===== config.mk =====
export PLATFORM = sky130hd
export DESIGN_NAME = query_param_value_extract_core
export DESIGN_NICKNAME = d
export VERILOG_FILES = /design/src/sv/qpve_pkg.sv /design/src/sv/qpve_ram.sv /design/src/sv/qpve_parse.sv /design/src/sv/qpve_emit.sv /design/src/sv/query_param_value_extract_core.sv
export SDC_FILE = /design/constraint.sdc
export NUM_CORES = 1
export LEC_CHECK = 0
export BUFFER_PORTS_ARGS = -buffer_cell sky130_fd_sc_hd__buf_2
export CAP_MARGIN = 20
export CORE_UTILIZATION = 25
export DETAILED_ROUTE_END_ITERATION = 12
export PLACE_DENSITY_LB_ADDON = 0.1
export SLEW_MARGIN = 0
export SYNTH_ARGS = -nofsm -noshare
export SYNTH_HDL_FRONTEND = slang
export SYNTH_HIERARCHICAL = 1
export SYNTH_SLANG_ARGS = --single-unit

===== constraint.sdc =====
create_clock -name clk -period 10.8 [get_ports clk]
set_input_delay 1.08 -clock clk [delete_from_list [all_inputs] [get_ports clk]]
set_output_delay 1.08 -clock clk [all_outputs]
set_load 0.005 [all_outputs]

===== src/sv/qpve_pkg.sv =====
package qpve_pkg;

    localparam int MAX_VALUE_BYTES = 64;
    localparam int MAX_KEY_BYTES   = 8;
    localparam int VALUE_ADDR_W    = $clog2(MAX_VALUE_BYTES);
    localparam int COUNT_W         = $clog2(MAX_VALUE_BYTES + 1);
    localparam int KEY_CNT_W       = 4;
    localparam int KEY_IDX_W       = $clog2(MAX_KEY_BYTES);
    localparam int KEY_W           = 64;
    localparam int CFG_INDEX_W     = 1;
    localparam int CFG_DATA_W      = 64;

    localparam logic [CFG_INDEX_W-1:0] REG_KEY_BYTES  = 1'b0;
    localparam logic [CFG_INDEX_W-1:0] REG_KEY_LENGTH = 1'b1;

    localparam logic [7:0] CH_PERCENT = 8'h25;
    localparam logic [7:0] CH_AMP     = 8'h26;
    localparam logic [7:0] CH_QUEST   = 8'h3f;
    localparam logic [7:0] CH_EQUAL   = 8'h3d;
    localparam logic [7:0] CH_DIGIT_0 = 8'h30;
    localparam logic [7:0] CH_DIGIT_9 = 8'h39;
    localparam logic [7:0] CH_UPPER_A = 8'h41;
    localparam logic [7:0] CH_UPPER_F = 8'h46;
    localparam logic [7:0] CH_LOWER_A = 8'h61;
    localparam logic [7:0] CH_LOWER_F = 8'h66;

    typedef enum logic [1:0] {
        ESC_NONE,
        ESC_HIGH,
        ESC_LOW
    } esc_phase_t;

    typedef enum logic [1:0] {
        EM_IDLE,
        EM_READ,
        EM_SEND
    } emit_state_t;

    typedef struct packed {
        logic               found;
        logic [COUNT_W-1:0] count;
        logic               truncated;
    } run_info_t;

    // bit 4 set marks a non-hex character
    function automatic logic [4:0] hex_digit(input logic [7:0] c);
        logic [4:0] d;
        d = 5'h10;
        if (c >= CH_LOWER_A && c <= CH_LOWER_F) begin
            d = 5'(c - CH_LOWER_A + 8'd10);
        end else if (c >= CH_UPPER_A && c <= CH_UPPER_F) begin
            d = 5'(c - CH_UPPER_A + 8'd10);
        end else if (c >= CH_DIGIT_0 && c <= CH_DIGIT_9) begin
            d = 5'(c - CH_DIGIT_0);
        end
        return d;
    endfunction

endpackage


===== src/sv/qpve_ram.sv =====
module qpve_ram #(
    parameter int WIDTH = 8,
    parameter int DEPTH = 64
) (
    input  logic                     clk,
    input  logic                     wr_en,
    input  logic [$clog2(DEPTH)-1:0] wr_addr,
    input  logic [WIDTH-1:0]         wr_data,
    input  logic [$clog2(DEPTH)-1:0] rd_addr,
    output logic [WIDTH-1:0]         rd_data
);

    logic [WIDTH-1:0] mem [DEPTH];
    logic [WIDTH-1:0] rd_data_reg;

    always_ff @(posedge clk)
    begin
        if (wr_en)
        begin
            mem[wr_addr] <= wr_data;
        end
        rd_data_reg <= mem[rd_addr];
    end

    assign rd_data = rd_data_reg;

endmodule


===== src/sv/qpve_parse.sv =====
module qpve_parse
    import qpve_pkg::*;
(
    input  logic                    clk,
    input  logic                    rst_n,
    input  logic                    accept,
    input  logic [7:0]              in_byte,
    input  logic                    in_last,
    input  logic [KEY_W-1:0]        key_bytes,
    input  logic [KEY_CNT_W-1:0]    key_length,
    output logic                    wr_en,
    output logic [VALUE_ADDR_W-1:0] wr_addr,
    output logic [7:0]              wr_data,
    output logic                    end_valid,
    output run_info_t               run_info
);

    logic                 in_value_reg, in_value_next;
    esc_phase_t           esc_reg, esc_next;
    logic [4:0]           hi_reg, hi_next;
    logic [KEY_CNT_W-1:0] kcnt_reg, kcnt_next;
    logic                 mism_reg, mism_next;
    logic [COUNT_W-1:0]   vcount_reg, vcount_next;
    logic                 ovf_reg, ovf_next;
    logic                 match_reg, match_next;

    logic       take;
    logic [7:0] take_byte;
    logic [4:0] lo;
    logic [7:0] want;
    logic       key_len_bad;
    logic       found_end;

    assign key_len_bad = key_length > KEY_CNT_W'(MAX_KEY_BYTES);
    assign want        = key_bytes[8 * kcnt_reg[KEY_IDX_W-1:0] +: 8];
    assign lo          = hex_digit(in_byte);

    always_comb
    begin
        in_value_next = in_value_reg;
        esc_next      = esc_reg;
        hi_next       = hi_reg;
        kcnt_next     = kcnt_reg;
        mism_next     = mism_reg;
        vcount_next   = vcount_reg;
        ovf_next      = ovf_reg;
        match_next    = match_reg;
        wr_en         = 1'b0;
        wr_addr       = vcount_reg[VALUE_ADDR_W-1:0];
        take          = 1'b0;
        take_byte     = in_byte;

        if (accept && !match_reg)
        begin
            if (in_byte == CH_AMP && in_value_reg && !mism_reg)
            begin
                match_next    = 1'b1;
                in_value_next = 1'b0;
                esc_next      = ESC_NONE;
                hi_next       = '0;
            end else if (in_byte == CH_AMP || in_byte == CH_QUEST)
            begin
                in_value_next = 1'b0;
                esc_next      = ESC_NONE;
                hi_next       = '0;
                kcnt_next     = '0;
                mism_next     = 1'b0;
                vcount_next   = '0;
                ovf_next      = 1'b0;
            end else if (in_byte == CH_EQUAL && !in_value_reg)
            begin
                mism_next     = mism_reg || key_len_bad || (kcnt_reg != key_length);
                in_value_next = 1'b1;
                esc_next      = ESC_NONE;
                hi_next       = '0;
                vcount_next   = '0;
                ovf_next      = 1'b0;
            end else
            begin
                case (esc_reg)
                    ESC_NONE:
                    begin
                        if (in_byte == CH_PERCENT)
                        begin
                            esc_next = ESC_HIGH;
                        end else
                        begin
                            take = 1'b1;
                        end
                    end
                    ESC_HIGH:
                    begin
                        hi_next  = lo;
                        esc_next = ESC_LOW;
                    end
                    default:
                    begin
                        esc_next  = ESC_NONE;
                        hi_next   = '0;
                        take      = 1'b1;
                        take_byte = (!hi_reg[4] && !lo[4]) ? {hi_reg[3:0], lo[3:0]} : 8'h00;
                    end
                endcase

                if (take)
                begin
                    if (!in_value_reg)
                    begin
                        if (key_len_bad || kcnt_reg >= key_length)
                        begin
                            mism_next = 1'b1;
                        end else
                        begin
                            if (want != take_byte)
                            begin
                                mism_next = 1'b1;
                            end
                            kcnt_next = kcnt_reg + KEY_CNT_W'(1);
                        end
                    end else if (!mism_reg)
                    begin
                        if (vcount_reg < COUNT_W'(MAX_VALUE_BYTES))
                        begin
                            wr_en       = 1'b1;
                            vcount_next = vcount_reg + COUNT_W'(1);
                        end else
                        begin
                            ovf_next = 1'b1;
                        end
                    end
                end
            end
        end
    end

    assign wr_data = take_byte;

    // end of string closes the open pair
    assign found_end          = match_next || (in_value_next && !mism_next);
    assign end_valid          = accept && in_last;
    assign run_info.found     = found_end;
    assign run_info.count     = found_end ? vcount_next : '0;
    assign run_info.truncated = found_end && ovf_next;

    always_ff @(posedge clk or negedge rst_n)
    begin
        if (!rst_n)
        begin
            in_value_reg <= 1'b0;
            esc_reg      <= ESC_NONE;
            hi_reg       <= '0;
            kcnt_reg     <= '0;
            mism_reg     <= 1'b0;
            vcount_reg   <= '0;
            ovf_reg      <= 1'b0;
            match_reg    <= 1'b0;
        end else if (end_valid)
        begin
            in_value_reg <= 1'b0;
            esc_reg      <= ESC_NONE;
            hi_reg       <= '0;
            kcnt_reg     <= '0;
            mism_reg     <= 1'b0;
            vcount_reg   <= '0;
            ovf_reg      <= 1'b0;
            match_reg    <= 1'b0;
        end else
        begin
            in_value_reg <= in_value_next;
            esc_reg      <= esc_next;
            hi_reg       <= hi_next;
            kcnt_reg     <= kcnt_next;
            mism_reg     <= mism_next;
            vcount_reg   <= vcount_next;
            ovf_reg      <= ovf_next;
            match_reg    <= match_next;
        end
    end

endmodule


===== src/sv/qpve_emit.sv =====
module qpve_emit
    import qpve_pkg::*;
(
    input  logic                    clk,
    input  logic                    rst_n,
    input  logic                    end_valid,
    input  run_info_t               run_info,
    output logic                    busy,
    output logic [VALUE_ADDR_W-1:0] rd_addr,
    input  logic [7:0]              rd_data,
    output logic                    out_valid,
    input  logic                    out_ready,
    output logic                    found,
    output logic                    byte_valid,
    output logic [7:0]              value_byte,
    output logic                    value_truncated,
    output logic                    run_end
);

    emit_state_t        state_reg, state_next;
    logic [COUNT_W-1:0] idx_reg, idx_next;
    logic [COUNT_W-1:0] cnt_reg, cnt_next;
    logic               found_reg, found_next;
    logic               trunc_reg, trunc_next;
    logic               out_valid_reg;
    logic               found_out_reg;
    logic               byte_valid_out_reg;
    logic [7:0]         value_out_reg;
    logic               trunc_out_reg;
    logic               run_end_out_reg;

    logic single;
    logic last_idx;
    logic out_free;
    logic load;
    logic load_last;

    assign single   = !(found_reg && cnt_reg != '0);
    assign last_idx = (idx_reg + COUNT_W'(1)) == cnt_reg;
    assign out_free = !out_valid_reg || out_ready;

    always_ff @(posedge clk or negedge rst_n)
    begin
        if (!rst_n)
        begin
            state_reg <= EM_IDLE;
            idx_reg   <= '0;
            cnt_reg   <= '0;
            found_reg <= 1'b0;
            trunc_reg <= 1'b0;
        end else
        begin
            state_reg <= state_next;
            idx_reg   <= idx_next;
            cnt_reg   <= cnt_next;
            found_reg <= found_next;
            trunc_reg <= trunc_next;
        end
    end

    always_comb
    begin
        state_next = state_reg;
        idx_next   = idx_reg;
        cnt_next   = cnt_reg;
        found_next = found_reg;
        trunc_next = trunc_reg;
        load       = 1'b0;
        load_last  = 1'b0;
        unique case (state_reg)
            EM_IDLE:
            begin
                if (end_valid)
                begin
                    idx_next   = '0;
                    cnt_next   = run_info.count;
                    found_next = run_info.found;
                    trunc_next = run_info.truncated;
                    state_next = EM_READ;
                end
            end
            EM_READ:
            begin
                state_next = EM_SEND;
            end
            EM_SEND:
            begin
                if (out_free)
                begin
                    load = 1'b1;
                    if (single || last_idx)
                    begin
                        load_last  = 1'b1;
                        state_next = EM_IDLE;
                    end else
                    begin
                        idx_next = idx_reg + COUNT_W'(1);
                    end
                end
            end
            default:
            begin
                state_next = EM_IDLE;
            end
        endcase
    end

    // address runs one ahead so the next byte is ready after each transfer
    assign rd_addr = idx_next[VALUE_ADDR_W-1:0];
    assign busy    = state_reg != EM_IDLE;

    always_ff @(posedge clk or negedge rst_n)
    begin
        if (!rst_n)
        begin
            out_valid_reg <= 1'b0;
        end else if (load)
        begin
            out_valid_reg <= 1'b1;
        end else if (out_ready)
        begin
            out_valid_reg <= 1'b0;
        end
    end

    always_ff @(posedge clk)
    begin
        if (load)
        begin
            found_out_reg      <= found_reg;
            byte_valid_out_reg <= !single;
            value_out_reg      <= single ? 8'h00 : rd_data;
            trunc_out_reg      <= !single && trunc_reg;
            run_end_out_reg    <= load_last;
        end
    end

    assign out_valid       = out_valid_reg;
    assign found           = found_out_reg;
    assign byte_valid      = byte_valid_out_reg;
    assign value_byte      = value_out_reg;
    assign value_truncated = trunc_out_reg;
    assign run_end         = run_end_out_reg;

endmodule


===== src/sv/query_param_value_extract_core.sv =====
// Channel  Direction  Handshake          Payload
// in       input      in_valid/in_ready  in_byte, in_last
// out      output     out_valid/out_ready found, byte_valid, value_byte,
//                                        value_truncated, run_end
// cfg      input      cfg_valid/cfg_ready cfg_index, cfg_data
//
// One byte per cycle while parsing; the value buffer is a 64 x 8 RAM.
// After a last byte, input stalls (n results, n = 1..64)
// while the RAM is read out, one result per cycle unless out_ready is low.
// Reset clears all control state and the key registers; no clearing pass.
// cfg is always ready.
module query_param_value_extract_core
    import qpve_pkg::*;
(
    input  logic                   clk,
    input  logic                   rst_n,
    input  logic                   in_valid,
    output logic                   in_ready,
    input  logic [7:0]             in_byte,
    input  logic                   in_last,
    output logic                   out_valid,
    input  logic                   out_ready,
    output logic                   found,
    output logic                   byte_valid,
    output logic [7:0]             value_byte,
    output logic                   value_truncated,
    output logic                   run_end,
    input  logic                   cfg_valid,
    output logic                   cfg_ready,
    input  logic [CFG_INDEX_W-1:0] cfg_index,
    input  logic [CFG_DATA_W-1:0]  cfg_data
);

    logic [KEY_W-1:0]        key_bytes_reg;
    logic [KEY_CNT_W-1:0]    key_length_reg;
    logic                    accept;
    logic                    busy;
    logic                    wr_en;
    logic [VALUE_ADDR_W-1:0] wr_addr;
    logic [7:0]              wr_data;
    logic [VALUE_ADDR_W-1:0] rd_addr;
    logic [7:0]              rd_data;
    logic                    end_valid;
    run_info_t               run_info;

    assign cfg_ready = 1'b1;
    assign in_ready  = !busy;
    assign accept    = in_valid && in_ready;

    always_ff @(posedge clk or negedge rst_n)
    begin
        if (!rst_n)
        begin
            key_bytes_reg  <= '0;
            key_length_reg <= '0;
        end else if (cfg_valid && cfg_ready)
        begin
            unique case (cfg_index)
                REG_KEY_BYTES:  key_bytes_reg  <= cfg_data[KEY_W-1:0];
                REG_KEY_LENGTH: key_length_reg <= cfg_data[KEY_CNT_W-1:0];
                default: ;
            endcase
        end
    end

    qpve_parse u_parse (
        .clk        (clk),
        .rst_n      (rst_n),
        .accept     (accept),
        .in_byte    (in_byte),
        .in_last    (in_last),
        .key_bytes  (key_bytes_reg),
        .key_length (key_length_reg),
        .wr_en      (wr_en),
        .wr_addr    (wr_addr),
        .wr_data    (wr_data),
        .end_valid  (end_valid),
        .run_info   (run_info)
    );

    qpve_ram #(
        .WIDTH (8),
        .DEPTH (MAX_VALUE_BYTES)
    ) u_value_ram (
        .clk     (clk),
        .wr_en   (wr_en),
        .wr_addr (wr_addr),
        .wr_data (wr_data),
        .rd_addr (rd_addr),
        .rd_data (rd_data)
    );

    qpve_emit u_emit (
        .clk             (clk),
        .rst_n           (rst_n),
        .end_valid       (end_valid),
        .run_info        (run_info),
        .busy            (busy),
        .rd_addr         (rd_addr),
        .rd_data         (rd_data),
        .out_valid       (out_valid),
        .out_ready       (out_ready),
        .found           (found),
        .byte_valid      (byte_valid),
        .value_byte      (value_byte),
        .value_truncated (value_truncated),
        .run_end         (run_end)
    );

endmodule


Word-level counts from Yosys, hierarchy flattened
Memory sizes are Yosys's and may differ from the RTL's. A register that Yosys moved wholly into a read port is not among the register bits. Index checks and enable logic that the tools add are counted.

Bits in registers: 121. RAM bits: 512. Input bits: 79. Output and inout port bits: 15. Logic and storage cells: 209. Memories kept: 1.

Memories: u_value_ram.mem (depth 64, bits a word 8, read ports 1, clocked after Yosys merged registers in 1, wr ports 1, line qpve_ram.sv:13) `logic [WIDTH-1:0] mem [DEPTH];`.

Add/subtract/negate cells: 8. Order comparisons: 9. Equality and inequality tests: 20. Shift-type cells: 1. Mux-type cells: 99. Bitwise operators: 1. Reductions and logical operators: 48.

Operator list (count): 7-bit two-way mux (13); 8-bit two-way mux (10); 64-bit by 7-bit variable part select with 8-bit output (1); 1-bit two-way mux (46); 5-bit two-way mux (8); 8-bit by 6-bit equality test with 1-bit output (second input constant) (4); 4-bit two-way mux (8); 2-bit two-way mux (9); 8-bit by 7-bit >= comparator with 1-bit output (second input constant) (2); 8-bit by 7-bit less-or-equal comparator with 1-bit output (second input constant) (2); 7-bit by 1-bit adder with 7-bit output (second input constant) (2); 1-bit logical AND (14); 7-bit one-hot mux with 2 select lines (1); 2-bit AND reduction (6); 5-bit by 4-bit adder with 5-bit output (second input constant) (2); 5-bit one-hot mux with 2 select lines (1); 5-bit by 1-bit subtractor with 5-bit output (second input constant) (2); 1-bit zero test (9); 8-bit by 6-bit >= comparator with 1-bit output (second input constant) (1); 8-bit by 6-bit less-or-equal comparator with 1-bit output (second input constant) (1); 8-bit inequality test (1); 2-bit nonzero test (4); 7-bit equality test (1); 1-bit logical OR (7); other kinds (25) (31).

Depth between registers and ports, before layout
Word-level depth: 26. Depth in mapped cells: 21. Depth with buffers taken out: 13.

Modules after synthesis
The synthesis kept the hierarchy.

Modules (own cells, without submodules): qpve_ram (times used 1, cells each 940, area an instance 20156.8 µm², sequential area each 15534.9 µm²); query_param_value_extract_core (times used 1, cells each 149, area an instance 2871.5 µm², sequential area each 1701.6 µm²); qpve_parse (times used 1, cells each 282, area an instance 2458.6 µm², sequential area each 550.5 µm²); qpve_emit (times used 1, cells each 133, area an instance 1547.7 µm², sequential area each 835.8 µm²).

Least setup slack after synthesis
OpenSTA, ideal clock, no wires.

Path type: input to register. Start: input in_byte[0]. End: memory u_value_ram.mem[0][3] (data pin). Setup time: 905 ps. Arrival time: 5971 ps. Required time: 9895 ps. Setup slack: 3924 ps. Cell stages on the path: 8. Buffers on the path: 1. Path through: clkbuf_1 -> inv_1 -> ha_1 -> nand3_1 -> o221ai_1 -> nor2_1 -> nand2_1 -> o41ai_1.

Cells in the longest elaborated chain, start to end: 17. Elaborated cells between the ends (all ways): 36. Those cells by class: add/sub: 5; order compare: 6; eq/ne: 3; mux: 13; reduce/logical: 9.

RTL lines: from (decl) (line query_param_value_extract_core.sv:19) `input logic [7:0] in_byte,`; parallel branches: the longest is 15 deep, another holds 5-bit by 1-bit subtractor with 5-bit output; 8-bit two-way mux (*) (line qpve_parse.sv:55) `if (in_byte == CH_AMP && in_value_reg && !mism_reg)`; 8-bit two-way mux (*) (line qpve_parse.sv:53) `if (accept && !match_reg)`; named net wr_data[3] (line query_param_value_extract_core.sv:40) `logic [7:0] wr_data;`; to (decl) (line qpve_ram.sv:13).

Mark *: on every way through the listed nets, which the timed path passes. The select of a mux whose other input is x is not followed.

Worst setup path in the final report
Start: register u_emit.state_reg[1]. End: register u_value_ram.rd_data_reg[6], in the netlist u_value_ram/rd_data[6], read port of u_value_ram.mem.

Cells in the longest elaborated chain, start to end: 6. Elaborated cells between the ends (all ways): 8. Those cells by class: eq/ne: 1; mux: 2; reduce/logical: 5.

RTL lines: from (decl) (line qpve_emit.sv:20) `emit_state_t state_reg, state_next;`; from (signal assigned) (line qpve_emit.sv:53) `state_reg <= state_next;`; 2-bit nonzero test (line qpve_emit.sv:110) `assign busy = state_reg != EM_IDLE;`; named net busy (line query_param_value_extract_core.sv:37) `logic busy;`; 1-bit zero test (line query_param_value_extract_core.sv:47) `assign in_ready = !busy;`; 1-bit logical AND (line query_param_value_extract_core.sv:48) `assign accept = in_valid && in_ready;`; named net accept (line query_param_value_extract_core.sv:36) `logic accept;`; 1-bit logical AND (line qpve_parse.sv:140) `assign end_valid = accept && in_last;`; named net end_valid (line query_param_value_extract_core.sv:43) `logic end_valid;`; 7-bit two-way mux (line qpve_emit.sv:73) `if (end_valid)`; 7-bit one-hot mux with 2 select lines (line qpve_emit.sv:70) `unique case (state_reg)`; named net rd_addr[0] (line query_param_value_extract_core.sv:41) `logic [VALUE_ADDR_W-1:0] rd_addr;`; to (decl) (line qpve_ram.sv:14) `logic [WIDTH-1:0] rd_data_reg;`.

The timed path passes the listed nets, and every way through them passes these cells. The select of a mux whose other input is x is not followed. A chain may end at the register's enable or synchronous reset.

==> out/summary.txt <==
Initial detailed-routing violation count - 857
Max-Cap Viols - 0
Routed WL - 75000 µm
Setup Crit Path Kind - flop to flop
GRT met1 Usage - 18.7%
Main flop type after synthesis - edfxtp_1
Post-CTS Hold Fix Bufs - 0
Clk slew on worst S/H paths - 0.06 ns
Die width - 331 µm
Initial Utilization - 25.2%
Area Growth Syn to Fin - 16.9%
Post-layout minimum cycle time - 5.60 ns
Max reg flops - 512
Worst-Margin Slew - 1.19 ns
Post-Syn Area - 27000 µm²
First-pass GRT wire length - 110000 µm
Maximum number of pins on one net before global-route repair - 99
# fillers - 10.6k
Critical path launch point type - flop
Max_slew headroom - 20.3%
Residual DRC - 0
Syn nets - 1594
Chip height - 331 µm
Area leader, netlist - edfxtp_1
CTS buffer count - 77
Antenna Nets Post-Route - 0
Critical path arrival - 6.12 ns
Yosys reg bits - 641
Synth Area in Simple Gates - 5.56%
Status - complete, no violations
Fin util - 29.5%
Via count - 14.1k
Worst hold path class - primary input to asynchronous set/reset pin
Wirelength per Cell - 24.3 µm
Post-route cell area - 31600 µm²
Hold WS - 0.426 ns
Clock Latency Late Sink - 0.65 ns
Remaining Overflow, GRT - 0
Mean Syn Cell Area - 18.0 µm²
Share of cells above drive strength 1 - 30.1%
Largest family of logic cells by synthesized area - multiplexers
Final period utilization - 51.8%
Critical path data required time - 11.33 ns
Sequential element share of the synthesized area - 68.9%
Total negative setup slack - 0 ns
Clock Root Buffer - clkbuf_16
Syn Inst Count - 1504
Highest-delay cell along the critical path - nor2_1
YS warnings - 6
Fin. Hold Viols - 0
Initial antenna violation count - 8
P per Cell Area - 182 nW/µm²
Vias in the first global route - 15.1k
EDFF count, synth - 524
Async set-reset flop share out of synthesis - 17.0%
Distinct cells, synth - 85
Port Buffers - 92
Pwr Total - 5.74 mW
H-tree Lvls - 3
Std-Cell Rows - 120
I/O pin cnt - 94
Crit path from - u_emit/state_reg[1]
Final setup violating endpoints - 0
CP Capture Type - flop
Synth Area in XOR/XNOR - 0.713%
Worst R2R Start - u_emit/state_reg[1]
Final Max Slew Viols - 0
Clk_skew - 0.0410 ns
Die area - 109000 µm²
Layer with the highest usage - met2
CTS max path bufs - 3
Total track usage - 13.9%
Peak VDD IR - 105 µV
Synth area leaders - edfxtp_1 58%, mux4_2 12%, dfrtp_1 10%, mux2_4 3.3%, nor2_1 1.8%
Synth Area in Adders - 0.509%
R2R setup slack - 5.20 ns
GRT met3 Usage - 2.80%
Mux cell area share after synthesis - 17.6%
Grt met2 use - 22.6%
Initial DRT Pass Iterations - 6
GP Congestion - 0.729
Crit Path Max Fanout - 79
Achievable Freq - 179 MHz
Leakage power - 10.3 nW
Max incr delay on CP - 0.71 ns
Synth top area share - 58.2%
CTS tree - done
Unrepaired setup endpoints after global routing - false
Post-CTS setup buffers - 0
Post-DP HPWL - 46900 µm
Final nets - 1715
Post-CTS resize count - 0
CTS Sinks - 641
Core footprint - 107000 µm²
DR vias/cell - 4.57
Post-synthesis compound-gate area fraction - 4.15%
CP Cell Sequence - or2_2 > nor2b_1 > and2_1 > o21bai_1 > nor2_1 > a31oi_1 > nand3_1 > o31ai_4 > buf_4 > buf_12 > mux4_2 > mux2_2 > o221a_2 > nor3_1 > o32ai_1
Cell Area, Placed - 29100 µm²
## final cells by class
class / instances / area [µm²] / area share (%)
tap: 1403 / 1760 / 5.55
antenna: 3 / 7.51 / 0.0238
timing repair buffer: 134 / 865 / 2.74
inverter: 16 / 60.1 / 0.190
multi-input combinational: 755 / 7860 / 24.9
clock buffer: 95 / 2000 / 6.34
clock inverter: 40 / 428 / 1.35
sequential: 641 / 18600 / 58.9
## stage by stage
stage	std cells	setup slack (ns)
3_3_place_gp	2935	4.79
5_1_grt	3084	4.71
2_1_floorplan	1504	3.92
6_report	3087	5.20
4_1_cts	3080	5.10
3_5_place_dp	2945	4.73
## kinds of logic (layout without fill, tap and decap cells)
kind of cell | Yosys count | count (layout)
flops | 641 | 641
mux | 263 | 263
buf+inv | 108 | 285
fa+ha+maj | 11 | 11
compound gates | 149 | 149
other cells | 1 | 4
xor+xnor | 22 | 22
simple gates | 309 | 309
## worst max-delay path: cells and delay by family, from the launching register on
kind / cells / cell delay, ns
multiplexers: 2 / 0.79
flip-flops: 1 / 0.52
AND/OR/NAND/NOR: 6 / 2.49
buffers and inverters: 2 / 0.65
AO/OA/AOI/OAI: 5 / 0.94
## worst paths after layout
path,endpoint,cells past startpoint
worst max-delay path,u_value_ram/rd_data[6],15
worst min-delay path,key_bytes_reg[11],1
worst min register to register,u_emit/idx_reg[6],1
max in group asynchronous,u_parse/ovf_reg,2
min in group clk,u_emit/idx_reg[6],1
worst max register to register,u_value_ram/rd_data[6],15
## synthesized netlist by cell type, types with 22 or more instances
master,n
edfxtp_1,524
mux4_2,142
nor2_1,130
dfrtp_1,109
mux2_4,60
nand2_1,51
mux2i_1,32
clkbuf_1,29
mux2_2,29
buf_4,27
nand3_1,27
o21ai_0,22
## metal layers
| metal | routed length [µm] | part of all wire, % |
|---|---|---|
| met5 | 13 | 0.017 |
| met4 | 1950 | 2.6 |
| met3 | 2980 | 4.0 |
| met2 | 35800 | 48 |
| met1 | 34300 | 46 |
## placed cells by master, fill, tap and decap left out, types with 27 or more instances in the layout
master       n
mux2_2      29
mux2_4      60
dfrtp_1    109
clkbuf_16   77
buf_2       91
nand3_1     27
nor2_1     130
mux4_2     142
edfxtp_1   524
buf_4       28
mux2i_1     32
nand2_1     51
## power breakdown
group	switching, mW	internal [mW]	total (mW)
Combinational	0.253	0.193	0.445
Clock	1.06	1.45	2.51
Sequential	0.0417	2.74	2.79
(Power assumes the default switching activity.)
